--- config.mk ---
export PLATFORM = sky130hd
export DESIGN_NAME = rational_arith_unit
export DESIGN_NICKNAME = d
export VERILOG_FILES = /design/src/hdl/rau_pkg.sv /design/src/hdl/rau_datapath.sv /design/src/hdl/rau_ctrl.sv /design/src/hdl/rational_arith_unit.sv
export VERILOG_INCLUDE_DIRS = /design/src /design/src/hdl
export SDC_FILE = /design/constraint.sdc
export NUM_CORES = 2
export LEC_CHECK = 0
export CAP_MARGIN = 40
export CELL_PAD_IN_SITES_DETAIL_PLACEMENT = 1
export CELL_PAD_IN_SITES_GLOBAL_PLACEMENT = 2
export CORE_ASPECT_RATIO = 0.7
export CORE_UTILIZATION = 46
export DETAILED_ROUTE_END_ITERATION = 6
export DONT_BUFFER_PORTS = 1
export MAX_ROUTING_LAYER = met4
export PLACE_DENSITY = 0.95
export SLEW_MARGIN = 30
export SYNTH_ARGS = -nofsm -noshare
export SYNTH_HDL_FRONTEND = slang
export SYNTH_SLANG_ARGS = --single-unit
--- constraint.sdc ---
create_clock -name clk -period 34.9 [get_ports clk]
set_clock_uncertainty 0.1 [all_clocks]
set_input_delay 1.745 -clock clk [delete_from_list [all_inputs] [get_ports clk]]
set_output_delay 1.745 -clock clk [all_outputs]
set_load 0.005 [all_outputs]
--- src/hdl/assert_macros.svh ---
// Assertion macros for the rational unit modules; included by rau_ctrl.
// Depends on nothing; included by files that carry concurrent checks.
`ifndef ASSERT_MACROS_SVH
`define ASSERT_MACROS_SVH
// Implication checked on every rising clock edge outside reset.
`define ASSERT_CLK(label, clk, rst_n, prop, msg) \
    label: assert property (@(posedge clk) disable iff (!rst_n) prop) else $error(msg);
// Implication checked even during reset.
`define ASSERT_ALWAYS(label, clk, prop, msg) \
    label: assert property (@(posedge clk) prop) else $error(msg);
`endif

--- src/hdl/rau_pkg.sv ---
// Shared types and constants for the rational arithmetic unit.
// No dependencies.
package rau_pkg;
    localparam int unsigned WORD_BITS_DEF = 64;
    localparam int unsigned FIELD_BITS = 64;

    typedef enum logic [1:0] {
        OP_ADD = 2'd0,
        OP_SUB = 2'd1,
        OP_MUL = 2'd2,
        OP_DIV = 2'd3
    } op_t;

    typedef struct packed {
        logic [1:0]            operation;
        logic [FIELD_BITS-1:0] lhs_num;
        logic [FIELD_BITS-1:0] lhs_den;
        logic                  lhs_neg;
        logic [FIELD_BITS-1:0] rhs_num;
        logic [FIELD_BITS-1:0] rhs_den;
        logic                  rhs_neg;
    } req_t;

    typedef struct packed {
        logic [FIELD_BITS-1:0] res_num;
        logic [FIELD_BITS-1:0] res_den;
        logic                  res_neg;
        logic                  overflow;
    } rsp_t;

    // Datapath micro-operations issued by the controller.
    // Each multiply command is held until all four of its partial products are summed.
    typedef enum logic [3:0] {
        DP_NOP,
        DP_LOAD,      // capture operands, apply subtract/divide swaps
        DP_MUL_A,     // t1 = ln*rd  (or ln*rn for mul/div)
        DP_MUL_B,     // t2 = ld*rn
        DP_MUL_C,     // den = ld*rd
        DP_COMBINE,   // form numerator and sign
        DP_GCD_INIT,  // x=num, y=den
        DP_DIV_INIT,  // start x % y
        DP_DIV_STEP,  // one restoring step
        DP_GCD_SWAP,  // x=y, y=rem
        DP_RED_INIT,  // start num / g
        DP_RED_NUM,   // store quotient in num, start den / g
        DP_RED_DEN    // store quotient in den
    } dp_cmd_t;

    typedef struct packed {
        logic y_zero;    // gcd divisor is zero
        logic div_last;  // current division step is last
        logic g_gt1;     // gcd result above one
        logic mul_mode;  // multiply/divide op
        logic mul_last;  // last partial product of a multiply
    } dp_status_t;
endpackage

--- src/hdl/rau_datapath.sv ---
// Datapath: operand regs, one shared multiplier, shared restoring divider.
// Depends on rau_pkg.
module rau_datapath #(
    parameter int unsigned WORD_BITS = rau_pkg::WORD_BITS_DEF
) (
    input  logic                clk,
    input  logic                rst_n,
    input  rau_pkg::dp_cmd_t    cmd,
    input  rau_pkg::req_t       req,
    output rau_pkg::dp_status_t status,
    output rau_pkg::rsp_t       rsp
);
    localparam int unsigned CW = $clog2(WORD_BITS);
    localparam int unsigned HB = (WORD_BITS + 1) / 2;
    localparam int unsigned PW = 2 * WORD_BITS;

    logic [WORD_BITS-1:0] ln_reg, ld_reg, rn_reg, rd_reg;
    logic                 ls_reg, rs_reg, mulop_reg;
    logic [WORD_BITS-1:0] t1_reg, t2_reg, num_reg, den_reg;
    logic                 neg_reg, ovf_reg;
    logic [WORD_BITS-1:0] x_reg, y_reg;
    logic [WORD_BITS-1:0] q_reg, r_reg, dvd_reg, dvs_reg;
    logic [CW-1:0]        cnt_reg;
    logic [1:0]           mcnt_reg;
    logic [PW-1:0]        acc_reg;

    logic [1:0]           op;
    logic [WORD_BITS-1:0] ma, mb;
    logic [HB-1:0]        pa, pb;
    logic [2*HB-1:0]      pp;
    logic [PW-1:0]        pp_sh;
    logic [PW-1:0]        acc_sum;
    logic                 mul_cmd;
    logic                 mul_last;
    logic                 movf;
    logic [WORD_BITS:0]   sum;
    logic [WORD_BITS:0]   rsh;
    logic [WORD_BITS:0]   rsub;

    assign op = req.operation;

    always_comb
    begin
        ma = ln_reg;
        mb = rd_reg;
        case (cmd)
            rau_pkg::DP_MUL_A:
            begin
                ma = ln_reg;
                mb = mulop_reg ? rn_reg : rd_reg;
            end
            rau_pkg::DP_MUL_B:
            begin
                ma = ld_reg;
                mb = rn_reg;
            end
            default:
            begin
                ma = ld_reg;
                mb = rd_reg;
            end
        endcase
    end

    // Half-word partial products in order lo*lo, hi*lo, lo*hi, hi*hi.
    assign mul_cmd  = (cmd == rau_pkg::DP_MUL_A) || (cmd == rau_pkg::DP_MUL_B) ||
                      (cmd == rau_pkg::DP_MUL_C);
    assign mul_last = (mcnt_reg == 2'd3);
    assign pa = mcnt_reg[0] ? HB'(ma >> HB) : ma[HB-1:0];
    assign pb = mcnt_reg[1] ? HB'(mb >> HB) : mb[HB-1:0];
    assign pp = pa * pb;
    assign pp_sh = (mcnt_reg == 2'd3) ? (PW'(pp) << (2 * HB)) :
                   (mcnt_reg == 2'd0) ? PW'(pp) : (PW'(pp) << HB);
    assign acc_sum = ((mcnt_reg == 2'd0) ? PW'(0) : acc_reg) + pp_sh;
    assign movf = |acc_sum[PW-1:WORD_BITS];

    assign sum  = {1'b0, t1_reg} + {1'b0, t2_reg};
    assign rsh  = {r_reg, dvd_reg[WORD_BITS-1]};
    assign rsub = rsh - {1'b0, dvs_reg};

    always_ff @(posedge clk or negedge rst_n)
    begin
        if (!rst_n)
        begin
            cnt_reg  <= '0;
            mcnt_reg <= '0;
            acc_reg  <= '0;
        end
        else
        begin
            if (cmd == rau_pkg::DP_DIV_INIT || cmd == rau_pkg::DP_RED_INIT ||
                cmd == rau_pkg::DP_RED_NUM)
                cnt_reg <= '0;
            else if (cmd == rau_pkg::DP_DIV_STEP)
                cnt_reg <= cnt_reg + CW'(1);
            if (mul_cmd)
            begin
                mcnt_reg <= mcnt_reg + 2'd1;
                acc_reg  <= acc_sum;
            end
            else if (cmd == rau_pkg::DP_LOAD)
                mcnt_reg <= '0;
        end
    end

    always_ff @(posedge clk)
    begin
        case (cmd)
            rau_pkg::DP_LOAD:
            begin
                ln_reg    <= req.lhs_num[WORD_BITS-1:0];
                ld_reg    <= req.lhs_den[WORD_BITS-1:0];
                ls_reg    <= req.lhs_neg;
                mulop_reg <= op[1];
                ovf_reg   <= 1'b0;
                if (op == rau_pkg::OP_DIV)
                begin
                    rn_reg <= req.rhs_den[WORD_BITS-1:0];
                    rd_reg <= req.rhs_num[WORD_BITS-1:0];
                end
                else
                begin
                    rn_reg <= req.rhs_num[WORD_BITS-1:0];
                    rd_reg <= req.rhs_den[WORD_BITS-1:0];
                end
                rs_reg <= (op == rau_pkg::OP_SUB) ? ~req.rhs_neg : req.rhs_neg;
            end
            rau_pkg::DP_MUL_A:
            begin
                if (mul_last)
                begin
                    t1_reg  <= acc_sum[WORD_BITS-1:0];
                    ovf_reg <= ovf_reg | movf;
                end
            end
            rau_pkg::DP_MUL_B:
            begin
                if (mul_last)
                begin
                    t2_reg  <= acc_sum[WORD_BITS-1:0];
                    ovf_reg <= ovf_reg | movf;
                end
            end
            rau_pkg::DP_MUL_C:
            begin
                if (mul_last)
                begin
                    den_reg <= acc_sum[WORD_BITS-1:0];
                    ovf_reg <= ovf_reg | movf;
                end
            end
            rau_pkg::DP_COMBINE:
            begin
                if (mulop_reg)
                begin
                    num_reg <= t1_reg;
                    neg_reg <= ls_reg ^ rs_reg;
                end
                else if (ls_reg == rs_reg)
                begin
                    num_reg <= sum[WORD_BITS-1:0];
                    neg_reg <= ls_reg;
                    ovf_reg <= ovf_reg | sum[WORD_BITS];
                end
                else if (t1_reg > t2_reg)
                begin
                    num_reg <= t1_reg - t2_reg;
                    neg_reg <= ls_reg;
                end
                else
                begin
                    num_reg <= t2_reg - t1_reg;
                    neg_reg <= (t2_reg > t1_reg) ? rs_reg : 1'b0;
                end
            end
            rau_pkg::DP_GCD_INIT:
            begin
                x_reg <= num_reg;
                y_reg <= den_reg;
            end
            rau_pkg::DP_DIV_INIT:
            begin
                dvd_reg <= x_reg;
                dvs_reg <= y_reg;
                r_reg   <= '0;
            end
            rau_pkg::DP_RED_INIT:
            begin
                dvd_reg <= num_reg;
                dvs_reg <= x_reg;
                r_reg   <= '0;
            end
            rau_pkg::DP_RED_NUM:
            begin
                num_reg <= q_reg;
                dvd_reg <= den_reg;
                r_reg   <= '0;
            end
            rau_pkg::DP_RED_DEN:
            begin
                den_reg <= q_reg;
            end
            rau_pkg::DP_DIV_STEP:
            begin
                dvd_reg <= {dvd_reg[WORD_BITS-2:0], 1'b0};
                if (!rsub[WORD_BITS])
                begin
                    r_reg <= rsub[WORD_BITS-1:0];
                    q_reg <= {q_reg[WORD_BITS-2:0], 1'b1};
                end
                else
                begin
                    r_reg <= rsh[WORD_BITS-1:0];
                    q_reg <= {q_reg[WORD_BITS-2:0], 1'b0};
                end
            end
            rau_pkg::DP_GCD_SWAP:
            begin
                x_reg <= y_reg;
                y_reg <= r_reg;
            end
            default:
            begin
            end
        endcase
    end

    assign status.y_zero   = (y_reg == '0);
    assign status.div_last = (cnt_reg == CW'(WORD_BITS - 1));
    assign status.g_gt1    = (x_reg > WORD_BITS'(1));
    assign status.mul_mode = mulop_reg;
    assign status.mul_last = mul_last;

    always_comb
    begin
        rsp.res_num  = rau_pkg::FIELD_BITS'(num_reg);
        rsp.res_den  = rau_pkg::FIELD_BITS'(den_reg);
        rsp.res_neg  = neg_reg & (num_reg != '0);
        rsp.overflow = ovf_reg;
    end
endmodule

--- src/hdl/rau_ctrl.sv ---
// Controller FSM sequencing multiplies, Euclid loop and reduction.
// Depends on rau_pkg and assert_macros.svh.
`include "assert_macros.svh"
module rau_ctrl (
    input  logic                clk,
    input  logic                rst_n,
    input  logic                start,
    input  rau_pkg::dp_status_t status,
    output rau_pkg::dp_cmd_t    cmd,
    output logic                busy,
    output logic                done
);
    typedef enum logic [3:0] {
        S_IDLE, S_MUL_A, S_MUL_B, S_MUL_C, S_COMB, S_GCD_INIT, S_GCD_TEST,
        S_MOD, S_SWAP, S_RED_CHK, S_RED_NUM, S_RED_NUMEND, S_RED_DEN,
        S_RED_DENEND, S_DONE
    } state_t;

    state_t state_reg, state_next;
    logic   done_reg, done_next;

    always_comb
    begin
        state_next = state_reg;
        done_next  = 1'b0;
        cmd        = rau_pkg::DP_NOP;
        unique case (state_reg)
            S_IDLE:
                if (start)
                begin
                    cmd = rau_pkg::DP_LOAD;
                    state_next = S_MUL_A;
                end
            S_MUL_A:
            begin
                cmd = rau_pkg::DP_MUL_A;
                if (status.mul_last)
                    state_next = status.mul_mode ? S_MUL_C : S_MUL_B;
            end
            S_MUL_B:
            begin
                cmd = rau_pkg::DP_MUL_B;
                if (status.mul_last)
                    state_next = S_MUL_C;
            end
            S_MUL_C:
            begin
                cmd = rau_pkg::DP_MUL_C;
                if (status.mul_last)
                    state_next = S_COMB;
            end
            S_COMB:
            begin
                cmd = rau_pkg::DP_COMBINE;
                state_next = S_GCD_INIT;
            end
            S_GCD_INIT:
            begin
                cmd = rau_pkg::DP_GCD_INIT;
                state_next = S_GCD_TEST;
            end
            S_GCD_TEST:
                if (status.y_zero)
                    state_next = S_RED_CHK;
                else
                begin
                    cmd = rau_pkg::DP_DIV_INIT;
                    state_next = S_MOD;
                end
            S_MOD:
            begin
                cmd = rau_pkg::DP_DIV_STEP;
                if (status.div_last)
                    state_next = S_SWAP;
            end
            S_SWAP:
            begin
                cmd = rau_pkg::DP_GCD_SWAP;
                state_next = S_GCD_TEST;
            end
            S_RED_CHK:
                if (status.g_gt1)
                begin
                    cmd = rau_pkg::DP_RED_INIT;
                    state_next = S_RED_NUM;
                end
                else
                    state_next = S_DONE;
            S_RED_NUM:
            begin
                cmd = rau_pkg::DP_DIV_STEP;
                if (status.div_last)
                    state_next = S_RED_NUMEND;
            end
            S_RED_NUMEND:
            begin
                cmd = rau_pkg::DP_RED_NUM;
                state_next = S_RED_DEN;
            end
            S_RED_DEN:
            begin
                cmd = rau_pkg::DP_DIV_STEP;
                if (status.div_last)
                    state_next = S_RED_DENEND;
            end
            S_RED_DENEND:
            begin
                cmd = rau_pkg::DP_RED_DEN;
                state_next = S_DONE;
            end
            S_DONE:
            begin
                done_next = 1'b1;
                state_next = S_IDLE;
            end
            default:
                state_next = S_IDLE;
        endcase
    end

    always_ff @(posedge clk or negedge rst_n)
    begin
        if (!rst_n)
        begin
            state_reg <= S_IDLE;
            done_reg  <= 1'b0;
        end
        else
        begin
            state_reg <= state_next;
            done_reg  <= done_next;
        end
    end

    assign busy = (state_reg != S_IDLE);
    assign done = done_reg;

    `ASSERT_CLK(a_done_pulse, clk, rst_n, done |=> !done, "done longer than one cycle")
    `ASSERT_CLK(a_done_idle, clk, rst_n, done |-> state_reg == S_IDLE,
                "done outside idle")
    `ASSERT_CLK(a_start_leaves, clk, rst_n, (start && !busy) |=> busy,
                "accepted item did not start work")
endmodule

--- src/hdl/rational_arith_unit.sv ---
// Top level of the rational arithmetic unit.
// Depends on rau_pkg, rau_ctrl and rau_datapath.
//
// Computes one reduced sign-magnitude fraction per item: add, subtract,
// multiply or divide of two fractions, then division of numerator and
// denominator by their Euclid GCD when it exceeds one. An item is taken
// when start is high and busy is low; the result shows on rsp for exactly
// one cycle with done high, and the receiver cannot stall it. The rsp
// value holds until the next item is taken. Each product is summed from
// four half-word partial products, one per cycle; add/subtract forms
// three products and multiply/divide two. Then come the combine and GCD
// setup steps, then per Euclid iteration a test, a bit-serial restoring
// division for the remainder and a swap, then one final test, then the
// reduction (numerator and denominator each divided by the GCD; a single
// check when the GCD is 0 or 1), a finish step and the done cycle. At
// WORD_BITS=64 Euclid needs at most about 92 rounds, and the shared
// divider dominates the run time. No new item is taken while busy.
// Overflow reports any product or sum that wrapped past WORD_BITS
// bits.
module rational_arith_unit #(
    parameter int unsigned WORD_BITS = rau_pkg::WORD_BITS_DEF
) (
    input  logic          clk,
    input  logic          rst_n,
    input  logic          start,
    output logic          busy,
    input  rau_pkg::req_t req,
    output logic          done,
    output rau_pkg::rsp_t rsp
);
    rau_pkg::dp_cmd_t    cmd;
    rau_pkg::dp_status_t status;

    rau_ctrl u_ctrl (
        .clk    (clk),
        .rst_n  (rst_n),
        .start  (start),
        .status (status),
        .cmd    (cmd),
        .busy   (busy),
        .done   (done)
    );

    rau_datapath #(
        .WORD_BITS (WORD_BITS)
    ) u_dp (
        .clk    (clk),
        .rst_n  (rst_n),
        .cmd    (cmd),
        .req    (req),
        .status (status),
        .rsp    (rsp)
    );
endmodule

==> summary.md <==
| Metric | Value |
|---|---|
| Initial antenna violation count | 42 |
| Clock-pin slew on the worst setup and hold paths | 0.06 ns |
| Status | complete, no violations |
| Nets | 12594 |
| Routability-driven placement congestion ratio | 1.06 |
| Layout cells sized above 1 | 0.0880 |
| Commonest cells after routing, fill and taps aside | nand2_1, inv_1, nor2_1, fa_1, edfxtp_1 |
| Critical setup path kind | reg2reg |
| Fin area | 109000 µm² |
| Synth Cell Area | 102000 µm² |
| Die extent in x | 564 µm |
| Commonest non-fill, non-tap cell in the layout | nand2_1 |
| Initial core utilization | 0.466 |
| Final Hold Fails | 0 |
| Port-buffer cells | 0 |
| GRT Resource Usage Total | 0.389 |
| Slowest-stage cell, CP | fa_1 |
| Synth-to-Final Area Change | 7.74% |
| Worst endpoint required time | approximately 35 ns |
| DR iter-0 viols | 12085 |
| First-pass GRT wire length | 622000 µm |
| Setup crit end kind | register |
| Top cell by count, worst path | fa_1 |
| First-pass DRT Iterations | 7 |
| Fmax | 0.0566 GHz |
| Setup TNS | 0 ns |
| Max-Cap Viols | 0 |
| Max FO, Critical Path | 49 |
| H-tree Lvls | 3 |
| Die height | 395 µm |
| DP HPWL | ~330000 µm |
| Clk sinks | 1042 |
| Hold buffer count at CTS | 0 |
| CP Launch Type | register |
| Most used DFF post-synth | edfxtp_1 |
| Grt ovf | 0 |
| Post-CTS resize count | 0 |
| HP Class | reg2reg |
| Cells after Synth | approximately 11000 |
| Sequential area share after synthesis | 0.301 |
| Top post-synthesis cells by area | edfxtp_1, fa_1, ha_1 |
| Synth warn | 0 |
| TritonCTS Buffers | 111 |
| Slew Viols, Final | 0 |
| Yosys cell types | 100 |
| Ys async rst share | 0.135 |
| Final core utilization | 0.502 |
| Filler cells | 24655 |
| Syn nets | 12838 |
| Cell family with most CP delay | adder cells |
| Core area | 218000 µm² |
| Placed Area | roughly 110000 µm² |
| Data arrival, critical path | 18.09 ns |
| Die Area | approximately 220000 µm² |
| Relative slew slack | 0.199 |
| Final setup viols | 0 |
| Drt via density | 6.42 |
| Flip-flop count of the largest register after layout | 128 |
| Cell accounting for the most synthesized area | edfxtp_1 |
| Syn avg cell area | 9.21 µm² |
| Peak supply drop | between 40 and 50 µV |
| Row cnt | about 140 |
| Max Buffers Root-to-Sink | 3 |
| RSZ-0062 raised after global routing | no |
| Largest net degree at the start of global routing | 142 |
| # DRC | 0 |
| # IOs | just under 400 |
| CP peak stage delay | 0.87 ns |
| Yosys top cell area share | 0.266 |
| DR WL/cell | 30.8 µm |
| CTS tree | built |
| Worst Path Buf+Inv | 5 |
| Vias in the first global route | 90281 |
| # Post-CTS Setup Buffers | 0 |
| Leakage | 47.5 nW |
| Worst-Skew Late Latency | 0.81 ns |
| Worst-margin pin slew | 1.20 ns |
| Final worst-path cycle share | 0.507 |
| Routed WL | 425000 µm |
| EDFF count, synth | 901 |
| Root buffer cell | clkbuf_16 |
| Final period demand of the worst path | 17.68 ns |
| ANT nets after route | 0 |
| Routed vias | 88636 |
| Synthesized flop and latch total | approximately 1000 |
| Pwr Density | 23.7 nW/µm² |
[routing by layer]
layer / global-route usage / share of wire / vias up
met2: 0.518 / 0.40 / 5166
met3: 0.133 / 0.14 / 742
li1: - / - / 37051
met5: - / 0 / -
met1: 0.562 / 0.43 / 45677
met4: 0.0920 / 0.027 / 0
[logic make-up (layout without fill, tap and decap cells)]
group	after synthesis	after routing	share of synthesized area
compound gates	2373	2373	0.143
xor+xnor	308	308	0.0267
fa+ha+maj	1550	1550	0.258
buf+inv	1841	1685	0.0682
flops	1042	1042	0.301
mux	467	467	0.0544
other cells	0	30	0
simple gates	3444	3444	0.148
[cells in the mapped netlist (all sizes together) (87+ instances only)]
library cell  instances
nand2              1312
inv                1244
nor2               1209
edfxtp              901
fa                  901
a21oi               863
ha                  649
o21ai               614
clkbuf              524
mux2                362
xnor2               202
nor2b               181
a21o                177
dfrtp               141
nand3               125
nand4               119
nor3                111
o21bai              109
xor2                105
o21a                 99
nor4                 87
[layout make-up]
| cell class | count | area (µm²) | area share |
|---|---|---|---|
| tap | 2900 | 3630 | 0.0332 |
| multi-input combinational | 8142 | 64600 | 0.591 |
| clock inverter | 68 | 671 | 0.00613 |
| clock buffer | 133 | 2920 | 0.0267 |
| inverter | 1247 | 4690 | 0.0429 |
| timing repair buffer | 237 | 2170 | 0.0198 |
| sequential | 1042 | 30600 | 0.280 |
| antenna | 30 | 75.1 | 0.000686 |
[final timing paths]
check / depth (start not counted) / slack [ns] / startpoint / end
max in group asynchronous: 0 / 33.67 / rst_n / u_ctrl.state_reg[0]
max: 47 / 17.22 / u_dp.mulop_reg / u_dp.ovf_reg
max reg2reg: 47 / 17.22 / u_dp.mulop_reg / u_dp.ovf_reg
min: 2 / 0.37 / u_dp.acc_reg[83] / u_dp.acc_reg[83]
min in group asynchronous: 0 / 0.61 / rst_n / u_dp.acc_reg[82]
min reg2reg: 2 / 0.37 / u_dp.acc_reg[83] / u_dp.acc_reg[83]
[through the flow]
step	hold WS, ns	setup WS (ns)	total power (W)	instances
2_1_floorplan	0.338	20.54	0.00138	11025
3_3_place_gp	0.350	17.76	0.00139	13497
3_5_place_dp	0.359	17.49	0.00139	13543
4_1_cts	0.374	17.30	0.00260	13744
5_1_grt	0.392	16.68	0.00264	13789
6_report	0.369	17.22	0.00259	13799
[worst reg2reg max path: cells and delay by family (launching register included)]
kind	cells	cell delay (ns)
mux	1	0.38
fa+ha+maj	10	5.15
xor+xnor	2	0.55
compound gates	12	4.34
buf+inv	5	1.93
flops	1	0.35
simple gates	17	4.57
[where the power goes]
group,switching (W),leakage [nW],internal (W)
Clock,0.000584,1.75,0.000647
Sequential,0,9.91,0.00134
Combinational,0.00000866,35.9,0.0000112
(Power assumes the default switching activity.)
